--- src/rtl/core/gbn_pkg.sv ---
`default_nettype none

package gbn_pkg;

  // field widths
  localparam int CoordW  = 15;
  localparam int SizeW   = 14;
  localparam int AreaW   = 2 * SizeW;
  localparam int ThreshW = 9;
  localparam int IndexW  = 10;
  localparam int TotalW  = 7;

  // stream word widths
  localparam int InDataW  = 64;
  localparam int OutDataW = 24;

  // one stored box: {area, height, width, top, left}
  localparam int KeptW = 2 * CoordW + 2 * SizeW + AreaW;

  // threshold after reset, about 0.6 in units of 1/256
  localparam logic [ThreshW-1:0] ThreshReset = 9'd154;

  // compare pipeline behind the store read
  localparam int PipeDepth = 6;

  typedef enum logic [2:0] {
    ST_IDLE,
    ST_PREP,
    ST_SCAN,
    ST_DRAIN,
    ST_COMMIT
  } gbn_state_t;

  // controller to datapath
  typedef struct packed {
    logic load;
    logic issue;
    logic commit;
  } gbn_cmd_t;

  // datapath to controller
  typedef struct packed {
    logic count_zero;
    logic issue_last;
    logic pipe_busy;
    logic out_hold;
  } gbn_stat_t;

endpackage

`default_nettype wire

--- src/rtl/core/gbn_ctrl.sv ---
`default_nettype none

module gbn_ctrl (
  input  wire logic              clk,
  input  wire logic              rst,
  input  wire logic              s_tvalid,
  output logic                   s_tready,
  input  wire gbn_pkg::gbn_stat_t stat,
  output gbn_pkg::gbn_cmd_t      cmd
);

  gbn_pkg::gbn_state_t state, state_next;

  // state register
  always_ff @(posedge clk) begin
    if (rst) begin
      state <= gbn_pkg::ST_IDLE;
    end else begin
      state <= state_next;
    end
  end

  // next state
  always_comb begin
    state_next = state;
    case (state)
      gbn_pkg::ST_IDLE: begin
        if (s_tvalid) state_next = gbn_pkg::ST_PREP;
      end
      gbn_pkg::ST_PREP: begin
        state_next = stat.count_zero ? gbn_pkg::ST_COMMIT : gbn_pkg::ST_SCAN;
      end
      gbn_pkg::ST_SCAN: begin
        if (stat.issue_last) state_next = gbn_pkg::ST_DRAIN;
      end
      gbn_pkg::ST_DRAIN: begin
        if (!stat.pipe_busy) state_next = gbn_pkg::ST_COMMIT;
      end
      gbn_pkg::ST_COMMIT: begin
        if (!stat.out_hold) state_next = gbn_pkg::ST_IDLE;
      end
      default: begin
        state_next = gbn_pkg::ST_IDLE;
      end
    endcase
  end

  // outputs
  always_comb begin
    s_tready   = 1'b0;
    cmd.load   = 1'b0;
    cmd.issue  = 1'b0;
    cmd.commit = 1'b0;
    case (state)
      gbn_pkg::ST_IDLE: begin
        s_tready = 1'b1;
        cmd.load = s_tvalid;
      end
      gbn_pkg::ST_SCAN: begin
        cmd.issue = 1'b1;
      end
      gbn_pkg::ST_COMMIT: begin
        cmd.commit = !stat.out_hold;
      end
      default: begin
        s_tready = 1'b0;
      end
    endcase
  end

endmodule

`default_nettype wire

--- config.mk ---
export PLATFORM = sky130hd
export DESIGN_NAME = gbn_ctrl
export DESIGN_NICKNAME = d
export VERILOG_FILES = /design/src/rtl/core/gbn_pkg.sv /design/src/rtl/core/gbn_ctrl.sv
export SDC_FILE = /design/constraint.sdc
export NUM_CORES = 1
export LEC_CHECK = 0
export ABC_AREA = 1
export ABC_CLOCK_PERIOD_IN_PS = 2820
export BUFFER_PORTS_ARGS = -buffer_cell sky130_fd_sc_hd__buf_4
export CAP_MARGIN = 20
export CELL_PAD_IN_SITES_DETAIL_PLACEMENT = 0
export CELL_PAD_IN_SITES_GLOBAL_PLACEMENT = 1
export CORE_AREA = 2 2 39 41
export CTS_CLUSTER_SIZE = 16
export DETAILED_ROUTE_END_ITERATION = 10
export DIE_AREA = 0 0 41 43
export GPL_TIMING_DRIVEN = 0
export PLACE_DENSITY = 0.54
export SYNTH_ARGS = -nofsm -noshare
export SYNTH_HDL_FRONTEND = slang
export SYNTH_SLANG_ARGS = --single-unit
--- constraint.sdc ---
create_clock -name clk -period 2.82 [get_ports clk]
set_input_delay 0.423 -clock clk [delete_from_list [all_inputs] [get_ports clk]]
set_output_delay 0.423 -clock clk [all_outputs]
set_load 0.05 [all_outputs]
==> results of run 1 <==
-- worst max-delay path, delay by kind of cell (launching register included) --
| family | cells | cell delay (ps) |
|---|---|---|
| simple gates | 2 | 330 |
| flops | 1 | 340 |
| buf+inv | 2 | 280 |
-- area by class of cell --
class | instances | area, sq um
plain buffers | 1 | 11.26
clock buffers | 4 | 26.28
fillers | 173 | 1045
inverters | 7 | 26.28
multi-input cells | 27 | 120.1
flip-flops and latches | 3 | 60.06
well taps | 16 | 20.02
repair buffers | 10 | 75.07
-- power by group through the flow --
stage / Combinational (mW) / Sequential [mW] / Clock [mW]
after global routing: 0.332 / 0.0815 / 0.0831
after CTS: 0.304 / 0.0772 / 0.0789
after global placement: 0.307 / 0.0776 / 0
after detailed placement: 0.303 / 0.0773 / 0
final: 0.298 / 0.0769 / 0.0743
after floorplan: 0.230 / 0.0754 / 0
-- layout by cell type (no fill, tap or decap), drive strengths merged --
cell    instances
nand2           8
o21ai           1
buf            11
nor2           10
dfxtp           3
nor3            1
inv             7
clkbuf          4
nand3           4
a21oi           3
-- through the flow --
| stage | cells | instance area, sq um | power, mW | util (%) |
|---|---|---|---|---|
| CTS | 68 | 339.1 | 0.4601 | 24.50 |
| global placement | 64 | 312.8 | 0.3844 | 22.60 |
| global route | 68 | 339.1 | 0.4967 | 24.50 |
| finish | 68 | 339.1 | 0.4491 | 24.50 |
| floorplan | 38 | 217.7 | 0.3058 | - |
| detailed placement | 64 | 312.8 | 0.3799 | 22.60 |
-- per-layer routing --
metal | track usage (%) | part of all wire, %
met3 | 5.236 | 6.9
met4 | 2.000 | 0
met2 | 8.438 | 49
met5 | 0 | 0
met1 | 9.936 | 44
-- cells by family (layout without fill, tap and decap cells) --
kind of cell,Yosys count,after routing,synth area share (%)
flops,3,3,27.59
compound gates,4,4,9.191
simple gates,23,23,45.98
buf+inv,8,22,17.24
-- worst paths after layout --
kind | to | slack, ps | from | depth (start not counted)
setup / recovery | cmd[2] | 1220 | state[2] | 4
hold reg to reg | state[2] | 550 | state[2] | 2
hold / removal | state[0] | 360 | rst | 2
setup reg to reg | state[2] | 1750 | state[1] | 8
==> impl_results.md, run 1 <==
* Sw frac at 52.91%
* Port Buffers at 10
* Die Span X at 41 um
* Biggest register: state
* #FFs+latches synth at 3
* Synth cell count leaders: nor2_1 (8), nand2_1 (7), inv_1 (5)
* Slew @ Worst Pin at 229.7 ps
* PwrDens at 1324 nW/um^2
* Largest net degree at the start of global routing at 9
* Yosys cell types at 12
* CTS sink cnt at 3
* Maximum vdd drop at 269.1 uV
* Number of synthesized flops with an enable pin at 0
* Wire length per cell at 7.265 um
* Share of cells above drive strength 1 at 36.54%
* Clock share of power at 16.5%
* Area growth from synthesis to layout at 55.75%
* Max FFs per register at 3
* Max Fclk at 623.7 MHz
* Final setup TNS at 0 ps
* PostCTS Resize Cnt at 0
* Initial drt markers at 2
* Clk root buf: clkbuf_4
* Layout Nets at 60
* Vias per cell at 3.750
* Mapped Cells at 38
* WP data required at 2400 ps
* Max-cap violations at 0
* First-pass GRT wire length at 848 um
* Core area at 1384 sq um
* DIE HEIGHT at 43 um
* Syn Nets at 45
* Status: complete, no violations
* HP Class: primary input to flip-flop
* Total die area at 1763 sq um
* Slew Viols, Final at 0
* Cell taking the most area after synthesis: dfxtp_1
* Worst-Skew Late Latency at 230 ps
* Relative slew slack at 84.63%
* Number of buffers created by CTS at 3
* Crit. End Element: primary output
* FFs w/ async S/R, synth at 0%
* Sequential area share after synthesis at 27.59%
* Top post-synthesis cells by area: dfxtp_1 (28%), nor2_1 (14%), nand2_1 (12%)
* Post-route DRC at 0
* Initial Util at 15.73%
* RSZ-0062 raised after global routing: false
* Arrival time at the worst endpoint at 1180 ps
* # rows at 14
* Count leader, synth: nor2_1
* CTS tree: yes
* Final Hold Viols at 0
* P_leak at 0.1889 nW
* P_int at 0.2115 mW
* Logic pwr share at 66.4%
* Vias in the first global route at 213
* Critical path class: flip-flop to primary output
* CP peak stage delay at 340 ps
* Top flop regs: state: 3 flops
* Pre-CTS setup slack at 1442 ps
* Seq pwr share at 17.1%
* Mapped Avg Cell Area at 5.729 sq um
* CTS Hold Bufs at 0
* DR vias at 255
* Share of the synthesized area in the top cell type at 27.59%
* Total length of routed wires at 494 um
* Setup Skew at 0.7971 ps
* Post-CTS setup buffer count at 0
* Htree depth at 1
* I/O pin count at 11
* Initial antenna violation count at 0
* GRT overflow at 0
* Drt first pass iters at 4
* Gr usage total at 7.121%
* Fin crit period at 1603 ps
* Antenna viol nets, final at 0
* Synth Cell Area at 217.7 sq um
* Worst-path maximum fanout at 5
* Setup ws final at 1217 ps
* CTS Buffer Depth at 2
* Placer congestion estimate at 0.7074
* Worst-path clk slew at 30 ps
* Critical path's slowest cell: dfxtp_1
* Hpwl dp at 409.8 um
* Crit share post-route at 56.85%
* Setup crit start kind: flip-flop
* Final setup fails at 0
* Top_reg_cell synth: dfxtp_1
* Synthesis Warnings at 0
* Final hold slack at 356.5 ps
* P_sw at 0.2376 mW
* CP Cell Sequence: nor2_2, inv_2, nor3_1, buf_4
* # diodes at 0
Note: power is estimated with default switching activity, not from simulation.
==> inputs of run 2 (changes only) <==
- ABC_AREA: 1 -> 0
- ABC_CLOCK_PERIOD_IN_PS: 2820 -> 1600
- PLACE_DENSITY: 0.54 -> 0.46
- clock period: 2.82 -> 1.6 ns (I/O delays scaled with it)
==> run 2 against run 1 <==
  * Register-to-register slack lost 1200 ps
  * Area after synthesis shrank 20%
  * Routed wire length shrank 1.6%
  * Flip-flop and latch count is the same
  * Global-route usage shrank 0.39 points
  * Clock power grew 79%
  * Critical endpoint unchanged
  * Largest cell class unchanged
==> impl_results.md, run 2 <==
* Final Cell Area at 311.5 sq um (was 339.1 sq um)
* HP Class: primary input to flip-flop (unchanged)
* Layout Utilization at 22.51% (was 24.50%)
* Max FFs per register at 3 (unchanged)
* Gr usage total at 6.727% (was 7.121%)
* GRT overflow at 0 (unchanged)
* CP peak stage delay at 400 ps (was 340 ps)
* Total length of routed wires at 486 um (was 494 um)
* Final setup fails at 0 (unchanged)
* Placed cells at 46 (was 64)
* Max Fclk at 697.0 MHz
* Placed cell area at 285.3 sq um (was 312.8 sq um)
* CTS tree: yes (unchanged)
* Setup crit start kind: flip-flop (unchanged)
* Biggest register: state (unchanged)
* DIE HEIGHT at 43 um (unchanged)
* Initial drt markers at 3 (was 2)
* Number of synthesized flops with an enable pin at 0 (unchanged)
* Post-route insts no fill at 50 (was 68)
* CTS sink cnt at 3 (unchanged)
* Top post-synthesis cells by area: dfxtp_1 (35%), o41ai_2 (9.4%), nor4b_2 (8.6%) (was dfxtp_1 (28%), nor2_1 (14%), nand2_1 (12%))
* # rows at 14 (unchanged)
* Commonest non-fill, non-tap cell in the layout: buf_4 (unchanged)
* Maximum vdd drop at 311.9 uV (was 269.1 uV)
* Worst-Skew Late Latency at 230 ps (about the same)
* Largest delay share family, worst path: flip-flops (unchanged)
* Relative slew slack at 76.01% (was 84.63%)
* Slew @ Worst Pin at 359.4 ps (was 229.7 ps)
* RSZ-0062 raised after global routing: false (unchanged)
* PostCTS Resize Cnt at 0 (unchanged)
* # diodes at 0 (unchanged)
* Slew Viols, Final at 0 (unchanged)
* PwrDens at 1115 nW/um^2 (was 1324 nW/um^2)
* Mapped Avg Cell Area at 8.696 sq um (was 5.729 sq um)
* Sequential area share after synthesis at 34.53% (was 27.59%)
* Crit share post-route at 89.67%
* Crit. End Element: primary output (unchanged)
* Post-route DRC at 0 (unchanged)
* Htree depth at 1 (unchanged)
* Core area at 1384 sq um (unchanged)
* Arrival time at the worst endpoint at 1190 ps (was 1180 ps)
* Synth Cell Area at 173.9 sq um (was 217.7 sq um)
* WP data required at 1360 ps (was 2400 ps)
* Wire length per cell at 9.720 um (was 7.265 um)
* Synth cell count leaders: dfxtp_1 (3), nand2_1 (3), nor2_1 (3) (was nor2_1 (8), nand2_1 (7), inv_1 (5))
* Buffers & Inverters on Critical Path at 1 (was 2)
* Yosys cell types at 13 (was 12)
* Tot Pwr at 0.3474 mW (was 0.4491 mW)
* Total die area at 1763 sq um (unchanged)
* Antenna viol nets, final at 0 (unchanged)
* Die Span X at 41 um (unchanged)
* Critical path class: flip-flop to primary output (unchanged)
* Drt first pass iters at 4 (unchanged)
* Vias per cell at 3.840 (was 3.750)
* Share of cells above drive strength 1 at 50.00% (was 36.54%)
* Port Buffers at 10 (unchanged)
* Setup Skew at 4.283 ps (was 0.7971 ps)
* Vias in the first global route at 177 (was 213)
* Placer congestion estimate at 0.6145 (was 0.7074)
* FFs w/ async S/R, synth at 0% (unchanged)
* Number of buffers created by CTS at 3 (unchanged)
* Top_reg_cell synth: dfxtp_1 (unchanged)
* Final hold slack at 210.6 ps (was 356.5 ps)
* First-pass GRT wire length at 745 um (was 848 um)
* Worst-path maximum fanout at 7 (was 5)
* P_leak at 0.1314 nW (was 0.1889 nW)
* Final Hold Viols at 0 (unchanged)
* DR vias at 192 (was 255)
* Layout Nets at 42 (was 60)
* Post-CTS setup buffer count at 0 (unchanged)
* Filler instances at 160 (was 173)
* #FFs+latches synth at 3 (unchanged)
* Max-cap violations at 0 (unchanged)
* Clk root buf: clkbuf_4 (unchanged)
* CTS Hold Bufs at 0 (unchanged)
* Mapped Cells at 20 (was 38)
* Top flop regs: state: 3 flops (unchanged)
* Syn Nets at 27 (was 45)
* Largest net degree at the start of global routing at 9 (unchanged)
* Initial antenna violation count at 0 (unchanged)
* Status: complete, no violations (unchanged)
* Cell taking the most area after synthesis: dfxtp_1 (unchanged)
* Worst-path clk slew at 40 ps (was 30 ps)
* Synthesis Warnings at 0 (unchanged)
* Area growth from synthesis to layout at 79.14% (was 55.75%)
* Critical path's slowest cell: dfxtp_1 (unchanged)
* Initial Util at 12.57% (was 15.73%)
* CTS Buffer Depth at 2 (unchanged)
* Fin crit period at 1435 ps
* Most frequent cells in the layout: buf_4 (10), nor2_1 (3), nand2_1 (3), clkbuf_4 (3), dfxtp_1 (3) (was buf_4 (10), nor2_1 (8), nand2_1 (7), inv_1 (5), nand3_1 (4))
* CP Cell Sequence: nor3_4, and2_1, buf_4 (was nor2_2, inv_2, nor3_1, buf_4)
* Share of the synthesized area in the top cell type at 34.53% (was 27.59%)
* I/O pin count at 11 (unchanged)
run 2: cell count changes in the layout (fill, tap and decap cells not counted), moves of 2 or more:
cell	previous run	this run
inv_1	5	0
nand3_1	4	0
a21oi_1	3	0
inv_2	2	0
nor2_1	8	3
nor2_2	2	0
nand2_1	7	3
run 2: worst paths after layout:
kind | from | to | slack, ps | cells after the start
max | state[2] | cmd[2] | 170 | 3
min | rst | state[0] | 210 | 2
max reg2reg | state[1] | state[0] | 510 | 3
min reg2reg | state[0] | state[2] | 630 | 2
run 2: layer usage:
metal / GRT usage (%) / up-vias / part of all wire (%) / wire, um
met3: 3.141 / 0 / 11 / 53
li1: - / 101 / - / -
met5: 0 / - / 0 / 0
met1: 8.682 / 82 / 45 / 221
met2: 7.813 / 9 / 43 / 210
met4: 6.000 / 0 / 0 / 0
run 2: cell families (layout without fill, tap and decap cells):
logic type             after synthesis  count (layout)  share of synthesized area (%)
DFF                                  3               3                          34.53
AOI/OAI and AO/OA                    3               3                          17.99
and+or+nand+nor                     14              14                          47.49
buffers and inverters                0              14                              0
run 2: cell type report:
class	instances	area, sq um	area share (%)
well taps	16	20.02	6.426
multi-input cells	17	130.1	41.77
flip-flops and latches	3	60.06	19.28
clock buffers	4	26.28	8.434
repair buffers	10	75.07	24.10
run 2: per-stage QoR:
stage | TNS, ps | setup slack [ps]
final | 0 | 165.4
after global routing | 0 | 63.92
after CTS | 0 | 144.9
after detailed placement | 0 | 400.3
after global placement | 0 | 430.8
after floorplan | -42.11 | -42.11
run 2: power by group:
| group | internal [mW] | switching [mW] |
|---|---|---|
| sequential | 0.0826 | 0.0187 |
| clock | 0.0935 | 0.0395 |
| combinational | 0.0462 | 0.0669 |
